==> src/rpn_stack_calculator_macros.svh <==
// assertion macros for the rpn stack calculator
`ifndef RPN_STACK_CALCULATOR_MACROS_SVH
`define RPN_STACK_CALCULATOR_MACROS_SVH

`ifndef SYNTH
// same-cycle implication under synchronous active-low reset
`define RSC_ASSERT_IMP(lbl, clk, rstn, ante, cons, msg) \
    lbl: assert property (@(posedge clk) disable iff (!rstn) (ante) |-> (cons)) else $error(msg);
// next-cycle implication under synchronous active-low reset
`define RSC_ASSERT_NXT(lbl, clk, rstn, ante, cons, msg) \
    lbl: assert property (@(posedge clk) disable iff (!rstn) (ante) |=> (cons)) else $error(msg);
`else
`define RSC_ASSERT_IMP(lbl, clk, rstn, ante, cons, msg)
`define RSC_ASSERT_NXT(lbl, clk, rstn, ante, cons, msg)
`endif

`endif

==> src/rsc_pkg.sv <==
// shared types and constants of the rpn stack calculator
package rsc_pkg;

    localparam int DATA_W   = 32;
    localparam int KIND_W   = 3;
    localparam int STATUS_W = 2;
    localparam int DEPTH_W  = 3;

    typedef logic signed [DATA_W-1:0] t_word;

    // command codes of an input word
    typedef enum logic [KIND_W-1:0] {
        K_PUSH  = 3'd0,
        K_ADD   = 3'd1,
        K_SUB   = 3'd2,
        K_MUL   = 3'd3,
        K_DIV   = 3'd4,
        K_CLEAR = 3'd5
    } t_kind;

    // status codes of a result word
    typedef enum logic [STATUS_W-1:0] {
        ST_OK      = 2'd0,
        ST_FULL    = 2'd1,
        ST_FEW     = 2'd2,
        ST_DIVZERO = 2'd3
    } t_status;

endpackage

==> src/rsc_stack_ram.sv <==
// stack storage: one write port, two registered read ports
module rsc_stack_ram #(
    parameter int  DEPTH = 4,
    localparam int AW    = $clog2(DEPTH)
) (
    input  logic          i_clk,
    input  logic          i_we,
    input  logic [AW-1:0] i_waddr,
    input  rsc_pkg::t_word i_wdata,
    input  logic [AW-1:0] i_raddr0,
    input  logic [AW-1:0] i_raddr1,
    output rsc_pkg::t_word o_rdata0,
    output rsc_pkg::t_word o_rdata1
);

    rsc_pkg::t_word r_mem [DEPTH];
    rsc_pkg::t_word r_rdata0;
    rsc_pkg::t_word r_rdata1;

    // write port
    always_ff @(posedge i_clk) begin
        if (i_we) begin
            r_mem[i_waddr] <= i_wdata;
        end
    end

    // read ports, registered
    always_ff @(posedge i_clk) begin
        r_rdata0 <= r_mem[i_raddr0];
        r_rdata1 <= r_mem[i_raddr1];
    end

    assign o_rdata0 = r_rdata0;
    assign o_rdata1 = r_rdata1;

endmodule

==> src/rsc_divider.sv <==
// signed truncating divider, one quotient bit per cycle
module rsc_divider (
    input  logic           i_clk,
    input  logic           i_rst_n,
    input  logic           i_start,
    input  rsc_pkg::t_word i_dividend,
    input  rsc_pkg::t_word i_divisor,
    output logic           o_done,
    output rsc_pkg::t_word o_quotient
);

    localparam int W  = rsc_pkg::DATA_W;
    localparam int CW = $clog2(W);

    logic          r_busy;
    logic          r_done;
    logic [CW-1:0] r_cnt;
    logic [W-1:0]  r_rem;
    logic [W-1:0]  r_quo;
    logic [W-1:0]  r_den;
    logic          r_neg;

    logic [W:0]    w_shift;
    logic [W:0]    w_diff;
    logic [W-1:0]  w_abs_num;
    logic [W-1:0]  w_abs_den;

    // magnitudes of the operands
    assign w_abs_num = i_dividend[W-1] ? ({W{1'b0}} - W'(i_dividend)) : W'(i_dividend);
    assign w_abs_den = i_divisor[W-1]  ? ({W{1'b0}} - W'(i_divisor))  : W'(i_divisor);

    // restoring step: shift in next dividend bit, trial subtract
    assign w_shift = {r_rem, r_quo[W-1]};
    assign w_diff  = w_shift - {1'b0, r_den};

    always_ff @(posedge i_clk) begin
        if (!i_rst_n) begin
            r_busy <= 1'b0;
            r_done <= 1'b0;
            r_cnt  <= '0;
        end else begin
            r_done <= 1'b0;
            if (i_start) begin
                r_busy <= 1'b1;
                r_cnt  <= '0;
                r_rem  <= '0;
                r_quo  <= w_abs_num;
                r_den  <= w_abs_den;
                r_neg  <= i_dividend[W-1] ^ i_divisor[W-1];
            end else if (r_busy) begin
                r_rem <= w_diff[W] ? w_shift[W-1:0] : w_diff[W-1:0];
                r_quo <= {r_quo[W-2:0], ~w_diff[W]};
                r_cnt <= r_cnt + CW'(1);
                if (r_cnt == CW'(W - 1)) begin
                    r_busy <= 1'b0;
                    r_done <= 1'b1;
                end
            end
        end
    end

    // sign correction of the quotient
    assign o_quotient = r_neg ? ({W{1'b0}} - r_quo) : r_quo;
    assign o_done     = r_done;

endmodule

==> src/rpn_stack_calculator.sv <==
// rpn stack calculator top level: command sequencer, stack memory and result register
// the sequencer handles one word at a time
// divide time is set by the 32-step divider, one quotient bit per cycle
// a result word waits in the output register while the next input word is taken
// reset (synchronous, active low) empties the stack and drops any pending result; no clearing pass
`include "rpn_stack_calculator_macros.svh"

module rpn_stack_calculator #(
    parameter int STACK_DEPTH = 4
) (
    input  logic                            i_clk,
    input  logic                            i_rst_n,
    input  logic                            i_in_valid,
    output logic                            o_in_stall,
    input  logic [rsc_pkg::KIND_W-1:0]      i_kind,
    input  logic signed [rsc_pkg::DATA_W-1:0] i_value,
    output logic                            o_out_valid,
    input  logic                            i_out_stall,
    output logic [rsc_pkg::STATUS_W-1:0]    o_status,
    output logic signed [rsc_pkg::DATA_W-1:0] o_top_value,
    output logic [rsc_pkg::DEPTH_W-1:0]     o_depth
);

    localparam int DW = $clog2(STACK_DEPTH + 1);
    localparam int AW = $clog2(STACK_DEPTH);

    typedef enum logic [1:0] {
        S_IDLE,
        S_EXEC,
        S_DIV,
        S_FIN
    } t_state;

    t_state                         r_state,      n_state;
    logic [DW-1:0]                  r_depth,      n_depth;
    rsc_pkg::t_word                 r_top,        n_top;
    rsc_pkg::t_kind                 r_kind,       n_kind;
    rsc_pkg::t_status               r_status,     n_status;
    logic                           r_out_valid,  n_out_valid;
    rsc_pkg::t_status               r_out_status, n_out_status;
    rsc_pkg::t_word                 r_out_top,    n_out_top;
    logic [rsc_pkg::DEPTH_W-1:0]    r_out_depth,  n_out_depth;

    logic           w_in_acc;
    logic [DW-1:0]  w_dm1;
    logic [DW-1:0]  w_dm2;
    logic [DW-1:0]  w_dm3;
    logic           w_mem_we;
    logic [AW-1:0]  w_mem_waddr;
    rsc_pkg::t_word w_mem_wdata;
    rsc_pkg::t_word w_next;
    rsc_pkg::t_word w_below;
    rsc_pkg::t_word w_alu;
    logic           w_div_start;
    logic           w_div_done;
    rsc_pkg::t_word w_quot;

    // input handshake
    assign w_in_acc   = i_in_valid && (r_state == S_IDLE);
    assign o_in_stall = (r_state != S_IDLE);

    // depth arithmetic for stack addressing
    assign w_dm1 = r_depth - DW'(1);
    assign w_dm2 = r_depth - DW'(2);
    assign w_dm3 = r_depth - DW'(3);

    // stack memory: read the entry below the top and the one under it
    rsc_stack_ram #(
        .DEPTH (STACK_DEPTH)
    ) u_ram (
        .i_clk    (i_clk),
        .i_we     (w_mem_we),
        .i_waddr  (w_mem_waddr),
        .i_wdata  (w_mem_wdata),
        .i_raddr0 (w_dm2[AW-1:0]),
        .i_raddr1 (w_dm3[AW-1:0]),
        .o_rdata0 (w_next),
        .o_rdata1 (w_below)
    );

    // add, subtract, multiply of top and next
    always_comb begin
        case (r_kind)
            rsc_pkg::K_ADD: w_alu = r_top + w_next;
            rsc_pkg::K_SUB: w_alu = r_top - w_next;
            default:        w_alu = r_top * w_next;
        endcase
    end

    // divider, started once the divisor is known to be nonzero
    assign w_div_start = (r_state == S_EXEC) && (r_kind == rsc_pkg::K_DIV) && (w_next != '0);

    rsc_divider u_div (
        .i_clk      (i_clk),
        .i_rst_n    (i_rst_n),
        .i_start    (w_div_start),
        .i_dividend (r_top),
        .i_divisor  (w_next),
        .o_done     (w_div_done),
        .o_quotient (w_quot)
    );

    // sequencer: one word at a time, so memory reads never overlap a write
    always_comb begin
        n_state      = r_state;
        n_depth      = r_depth;
        n_top        = r_top;
        n_kind       = r_kind;
        n_status     = r_status;
        n_out_valid  = r_out_valid;
        n_out_status = r_out_status;
        n_out_top    = r_out_top;
        n_out_depth  = r_out_depth;
        w_mem_we     = 1'b0;
        w_mem_waddr  = w_dm2[AW-1:0];
        w_mem_wdata  = w_alu;

        // result word taken downstream
        if (r_out_valid && !i_out_stall) begin
            n_out_valid = 1'b0;
        end

        case (r_state)
            S_IDLE: begin
                if (w_in_acc) begin
                    n_kind   = rsc_pkg::t_kind'(i_kind);
                    n_status = rsc_pkg::ST_OK;
                    n_state  = S_FIN;
                    case (i_kind)
                        rsc_pkg::K_PUSH: begin
                            if (r_depth == DW'(STACK_DEPTH)) begin
                                n_status = rsc_pkg::ST_FULL;
                            end else begin
                                w_mem_we    = 1'b1;
                                w_mem_waddr = r_depth[AW-1:0];
                                w_mem_wdata = i_value;
                                n_top       = i_value;
                                n_depth     = r_depth + DW'(1);
                            end
                        end
                        rsc_pkg::K_ADD, rsc_pkg::K_SUB, rsc_pkg::K_MUL, rsc_pkg::K_DIV: begin
                            if (r_depth < DW'(2)) begin
                                n_status = rsc_pkg::ST_FEW;
                            end else begin
                                n_state = S_EXEC;
                            end
                        end
                        rsc_pkg::K_CLEAR: begin
                            n_depth = '0;
                        end
                        default: begin
                        end
                    endcase
                end
            end
            S_EXEC: begin
                if (r_kind == rsc_pkg::K_DIV) begin
                    if (w_next == '0) begin
                        // zero divisor drops both operands
                        n_depth  = w_dm2;
                        n_top    = w_below;
                        n_status = rsc_pkg::ST_DIVZERO;
                        n_state  = S_FIN;
                    end else begin
                        n_state = S_DIV;
                    end
                end else begin
                    w_mem_we = 1'b1;
                    n_top    = w_alu;
                    n_depth  = w_dm1;
                    n_state  = S_FIN;
                end
            end
            S_DIV: begin
                if (w_div_done) begin
                    w_mem_we    = 1'b1;
                    w_mem_wdata = w_quot;
                    n_top       = w_quot;
                    n_depth     = w_dm1;
                    n_state     = S_FIN;
                end
            end
            S_FIN: begin
                // load the output register once it is free
                if (!r_out_valid || !i_out_stall) begin
                    n_out_valid  = 1'b1;
                    n_out_status = r_status;
                    n_out_top    = (r_depth == '0) ? '0 : r_top;
                    n_out_depth  = rsc_pkg::DEPTH_W'(r_depth);
                    n_state      = S_IDLE;
                end
            end
            default: begin
                n_state = S_IDLE;
            end
        endcase
    end

    // state and registered outputs
    always_ff @(posedge i_clk) begin
        if (!i_rst_n) begin
            r_state     <= S_IDLE;
            r_depth     <= '0;
            r_out_valid <= 1'b0;
        end else begin
            r_state      <= n_state;
            r_depth      <= n_depth;
            r_top        <= n_top;
            r_kind       <= n_kind;
            r_status     <= n_status;
            r_out_valid  <= n_out_valid;
            r_out_status <= n_out_status;
            r_out_top    <= n_out_top;
            r_out_depth  <= n_out_depth;
        end
    end

    assign o_out_valid = r_out_valid;
    assign o_status    = r_out_status;
    assign o_top_value = r_out_top;
    assign o_depth     = r_out_depth;

    // checks
    `RSC_ASSERT_IMP(a_depth_bound, i_clk, i_rst_n, 1'b1, r_depth <= DW'(STACK_DEPTH), "stack depth beyond capacity")
    `RSC_ASSERT_IMP(a_div_done_state, i_clk, i_rst_n, w_div_done, r_state == S_DIV, "divider finished outside divide state")
    `RSC_ASSERT_IMP(a_no_push_full, i_clk, i_rst_n, w_mem_we && r_state == S_IDLE, r_depth < DW'(STACK_DEPTH), "push written into full stack")
    `RSC_ASSERT_NXT(a_push_grows, i_clk, i_rst_n, w_in_acc && i_kind == rsc_pkg::K_PUSH && r_depth < DW'(STACK_DEPTH), r_depth == $past(r_depth) + DW'(1), "push did not grow the stack")
    `RSC_ASSERT_NXT(a_out_load, i_clk, i_rst_n, r_state == S_FIN && (!r_out_valid || !i_out_stall), o_out_valid && r_state == S_IDLE, "result word not loaded from finish state")

endmodule
==> config.mk <==
export PLATFORM = sky130hd
export DESIGN_NAME = rpn_stack_calculator
export DESIGN_NICKNAME = d
export VERILOG_FILES = /design/src/rsc_pkg.sv /design/src/rsc_stack_ram.sv /design/src/rsc_divider.sv /design/src/rpn_stack_calculator.sv
export VERILOG_INCLUDE_DIRS = /design/src /design/src/src
export SDC_FILE = /design/constraint.sdc
export NUM_CORES = 2
export LEC_CHECK = 0
export ABC_AREA = 1
export BUFFER_PORTS_ARGS = -buffer_cell sky130_fd_sc_hd__buf_2
export CORE_MARGIN = 2
export CORE_UTILIZATION = 25
export DETAILED_ROUTE_END_ITERATION = 6
export PLACE_DENSITY_LB_ADDON = 0.08
export SYNTH_ARGS = -nofsm -noshare
export SYNTH_HDL_FRONTEND = slang
export SYNTH_SLANG_ARGS = --single-unit
==> constraint.sdc <==
create_clock -name i_clk -period 8.09 [get_ports i_clk]
set_input_delay 0.809 -clock i_clk [delete_from_list [all_inputs] [get_ports i_clk]]
set_output_delay 0.809 -clock i_clk [all_outputs]
set_load 0.01 [all_outputs]
Yosys cells after proc, flatten, opt, wreduce, memory -nomap -nowiden --
Memory sizes are Yosys's and may differ from the RTL's. A register that Yosys moved wholly into a read port is not among the register bits. Index checks and enable logic that the tools add are counted.
Storage, ports and cells: memories 1, flip-flop bits (word level) 184, word-level logic and storage cells 146, bits of input ports 39, RAM bits 128
Operators by class: $lt $le $gt $ge 1, multipliers 1, $add $sub $neg 11, equal/unequal tests 23, bitwise operators 4, reductions and logical operators 27, muxes and demuxes 61
Memories:
- u_ram.r_mem | words 4, bits a word 32, read ports 2, clocked after memory_dff 2, write ports 1, line rsc_stack_ram.sv:16 | rsc_pkg::t_word r_mem [DEPTH];
Operators by type and width (number):
- 32-bit 2-to-1 mux | 16
- 32-bit case mux with 2 select lines | 2
- 32-bit case mux with 3 select lines | 1
- 1-bit by 32-bit subtractor with 32-bit output, first input constant | 3
- 33-bit by 32-bit subtractor with 33-bit output | 1
- 32-bit adder | 1
- 32-bit logical NOT | 1
- 32-bit by 32-bit multiplier with 32-bit output | 1
- 32-bit nonzero test | 1
- 32-bit subtractor | 1
- 31-bit 2-to-1 mux | 1
- 2-bit 2-to-1 mux | 14
- 1-bit 2-to-1 mux | 16
- 3-bit 2-to-1 mux | 5
- 3-bit equality test, second input constant | 4
- 3-bit by 2-bit equality test with 1-bit output, second input constant | 3
- 3-bit case mux with 3 select lines | 1
- 3-bit AND reduction | 3
- 2-bit by 1-bit != test with 1-bit output, second input constant | 4
- 2-bit case mux with 2 select lines | 2
- 2-bit case mux with 4 select lines | 1
- 7-bit AND reduction | 1
- 3-bit by 1-bit equality test with 1-bit output, second input constant | 2
- 3-bit logical NOT | 2
- 29 further kinds | 41

Longest topological paths before layout --
depth after elaboration 7, depth in mapped cells 34, gate-level depth less buffers 32

By module --
Synthesis repeated with hierarchy kept, for this count alone.
Unflattened totals: cell total of the unflattened synthesis 5801, area, all modules 42435.7 um2
Modules (own cells, without submodules):
- rpn_stack_calculator | cells an instance 3591, times used 1, area each 25339.3 um2
- rsc_divider | cells an instance 1391, times used 1, area each 9295.2 um2
- rsc_stack_ram | cells an instance 819, times used 1, area each 7801.2 um2

Least setup slack after synthesis --
OpenSTA, ideal clock, no wires.
kind register to register, start reg r_top[13], end mem u_ram.r_mem[0][28] (netlist bit), data pin, stages on the path, launching flop included 28, library setup time 279 ps, data arrival time 6614 ps, clock period less this slack 6893 ps, data required time 7811 ps, path buffers 2, slack 1197 ps, cells stage by stage edfxtp_1 clkbuf_1 clkbuf_1 nand2_1 inv_1 fa_1 fa_1 fa_1 inv_1 fa_1 inv_1 fa_1 inv_1 fa_1 inv_1 fa_1 fa_1 ha_1 nand2_1 nor3_1 nand4_1 nand3_1 a21o_1 a21oi_1 xor2_1 nand2_1 nand3_1 nand3_1
Between the ends: cells in the longest elaborated chain, start to end 6, elaborated cells on any way between the ends 9, those cells by class 2 x add/sub; 1 x mul; 6 x mux
Ends and longest elaborated chain:
- start: declaration | line rpn_stack_calculator.sv:36 | rsc_pkg::t_word r_top, n_top;
- start signal: assignment | line rpn_stack_calculator.sv:208 | r_top <= n_top;
- 32-bit by 32-bit multiplier with 32-bit output (tied with other cells) | line rpn_stack_calculator.sv:86 | default: w_alu = r_top * w_next;
- 32-bit case mux with 2 select lines (*) | line rpn_stack_calculator.sv:83 | case (r_kind)
- 32-bit 2-to-1 mux | line rpn_stack_calculator.sv:131 | if (r_depth == DW'(STACK_DEPTH)) begin
- 32-bit 2-to-1 mux | line rpn_stack_calculator.sv:129 | case (i_kind)
- 32-bit 2-to-1 mux | line rpn_stack_calculator.sv:125 | if (w_in_acc) begin
- 32-bit case mux with 2 select lines (*) | line rpn_stack_calculator.sv:123 | case (r_state)
- via u_ram.i_wdata[28] | line rsc_stack_ram.sv:9 | input rsc_pkg::t_word i_wdata,
- end: declaration | line rsc_stack_ram.sv:16
The timed path passes the listed nets; every way through them passes the cells marked *.

Final worst setup path --
start reg r_top[15], end mem u_ram.r_mem[0][31] (netlist bit), data pin
Same word-level chain as after synthesis.

==> results_dict.tcl <==
set metrics [dict create \
    yosys.area.top_type "edfxtp_1" \
    routed_wl_mm 161 \
    gp_congestion 0.855 \
    worst_pin_slew_ns 1.05 \
    track_usage_pct 19.9 \
    grt_setup_unrepaired "no" \
    synth-seq-area-share_pct 26.6 \
    ys_seq_elements 376 \
    max_cap_violations 0 \
    core.rowCount 145 \
    cts_tree "built" \
    outcome "complete, no violations" \
    drt_pre_antenna_iters 6 \
    grt_max_degree 96 \
    holdCritPathClass "input port to flip-flop" \
    synth_top_area_share_pct 22.7 \
    dp_hpwl_mm 124 \
    r2r_setup_slack_ns 0.30 \
    die_x_um 401 \
    synth_edf_count 299 \
    drc_errors 0 \
    fin_skew_ns 0.0473 \
    viasPerCell 4.60 \
    path_class "flip-flop to flip-flop" \
    setup-violations-final 0 \
    path_max_fanout 10 \
    dieHeight_um 401 \
    grt_pass1_vias 33900 \
    cts_max_path_buffers 3 \
    layout_commonest_cell "nand2_1" \
    relSlewSlack_pct 30.2 \
    endpoint_kind "flip-flop" \
    dieArea_sq_um 161000 \
    fin_setup_tns_ns 0 \
    syn-num-nets 5687 \
    start_util_pct 25.2 \
    async_flop_share_pct 0 \
    clock_sinks 376 \
    pin_count 78 \
    finalMaxSlewViolations 0 \
    worst_setup_path_start_kind "flip-flop" \
    synth_area_leaders "edfxtp_1 (23%), fa_1 (21%), nand2_1 (10%)" \
    cts_buffers 48 \
    vias 32900 \
    postRouteAntennaNets 0 \
    n_fill_cell 16900 \
    wire_per_inst_um 22.6 \
    ys_warn_count 0 \
    synth.avg_cell_area_sq_um 7.88 \
    fin_crit_sh_pct 96.3 \
    clkSlewWorstSetupHoldPaths_ns 0.06 \
    nNetsFinal 5725 \
    initialDrtViolationCount 2440 \
    grt_pass1_wl_mm 235 \
    cts-root-buf "clkbuf_16" \
    cts_hold_buf 0 \
    synth.distinct_cells 61 \
    io_buffer_count 77 \
    post_synth_inst_count 5011 \
    most-common-layout-cells "nand2_1 (1099), inv_1 (1071), fa_1 (410)" \
    dp_slack_ns -0.00135 \
    worstPathRequired_ns 8.43 \
    critical_path_arrival_ns 8.14 \
    clk_latency_ns 0.64 \
    synth_top_flop_cell "edfxtp_1" \
    grt-ovfl-total 0 \
    setup_ws_ns 0.297 \
    synth_area_sq_um 39500 \
    min_period_ns 7.79 \
    hold_violations 0 \
    antenna_found_initial 23 \
    drive_above_1_share_pct 7.79 \
    core_sq_um 157000 \
    syn2layout_area_growth_pct 12.7 \
    max_freq_mhz 128 \
    htreeDepth 2 \
]
[state kept, by name, indices dropped and copies added (netlist names)]
register,cells
r_status,2
r_state,2
o_status,2
u_div.r_rem,32
u_div.r_den,32
o_top_value,32
u_ram.r_mem,128
u_div.r_busy,1
o_out_valid,1
u_ram.o_rdata0,32
u_div.r_quo,32
r_kind,3
u_div.r_cnt,5
u_div.o_done,1
o_depth,3
r_depth,3
u_div.r_neg,1
r_top,32
u_ram.o_rdata1,32
[worst max-delay path, stage by stage, from the launching register on]
cell and delay [ns]:
edfxtp_1 0.73, buf_4 0.32, nand2_1 0.09, fa_1 0.50, fa_1 0.54, fa_1 0.47, fa_1 0.57, inv_1 0.06
fa_1 0.69, fa_1 0.48, fa_1 0.54, fa_1 0.43, ha_1 0.38, a21oi_1 0.17, o21ai_0 0.19, a211oi_1 0.27
nand2_1 0.08, nor2_1 0.31, inv_1 0.08, nand3_1 0.09, nand3_1 0.21, nand3_1 0.16, nand2_1 0.13
[final cells by class]
cell class	count	area (sq um)	area share, %
well taps	2058	2570	5.79
repair buffers	233	1790	4.03
multi-input cells	3306	24000	53.9
clock buffers	57	1250	2.82
inverters	1084	4070	9.16
diodes	1	2.50	0.00563
flip-flops and latches	376	10500	23.7
clock inverters	29	278	0.624
[cells in the mapped netlist, types with 4 or more instances]
library cell  instances
nand2_1            1099
inv_1              1072
fa_1                410
nor2_1              392
o21ai_0             325
edfxtp_1            299
ha_1                227
clkbuf_1            174
nand3_1             163
a21oi_1             159
xor2_1               94
dfxtp_1              77
o22ai_1              65
xnor2_1              44
nor3_1               37
buf_1                36
buf_2                29
nand4_1              25
o21ai_1              22
a22oi_1              21
o211ai_1             21
a31oi_1              18
a21o_1               16
a211oi_1             15
a221oi_1             15
nand3b_1             13
nor4_1               13
o21bai_1             12
or2_2                12
nor3_2               11
inv_2                 9
o221ai_1              8
nor2_2                6
o31ai_1               6
nand2_2               5
a41oi_1               4
buf_6                 4
nand3_2               4
nor2_4                4
o21a_1                4
o22a_1                4
[layer usage]
metal	GRT usage [%]	share of wire, %
met1	27.9	47
met2	32.2	45
met3	2.72	4.8
met4	5.06	2.8
met5	0	0.037
[stage by stage]
| step | std cells | util, % | hold WS, ns | instance area, sq um |
|---|---|---|---|---|
| 2_1_floorplan | 5011 | - | 0.400 | 39500 |
| 3_3_place_gp | 7051 | 27.4 | 0.417 | 42900 |
| 3_5_place_dp | 7051 | 27.4 | 0.416 | 42900 |
| 4_1_cts | 7140 | 28.4 | 0.346 | 44400 |
| 5_1_grt | 7143 | 28.4 | 0.359 | 44500 |
| 6_report | 7144 | 28.4 | 0.380 | 44500 |
[path summary, 6_finish.rpt]
kind | startpoint | depth (start not counted) | to
worst max-delay path | r_top[15] | 22 | u_ram.r_mem[0][31]
worst min-delay path | i_kind[0] | 1 | r_kind[0]
worst max register to register | r_top[15] | 22 | u_ram.r_mem[0][31]
worst min register to register | r_status[0] | 0 | o_status[0]
[kinds of logic after synthesis]
family / after synthesis / synth area share [%]
compound gates: 729 / 10.5
xor+xnor: 139 / 3.10
fa+ha+maj: 637 / 28.0
buf+inv: 1329 / 12.8
flops: 376 / 26.6
mux: 2 / 0.0507
simple gates: 1799 / 18.9
[what timing repair did]
action	in CTS	in global routing
setup endpoints to repair	4	23
gates resized for setup	1	5
setup buffers	3	3
pin swaps	0	1
Power is left out: the tool's default activity adds up to more than one toggle a clock period on the data nets, which glitch-free logic cannot reach.
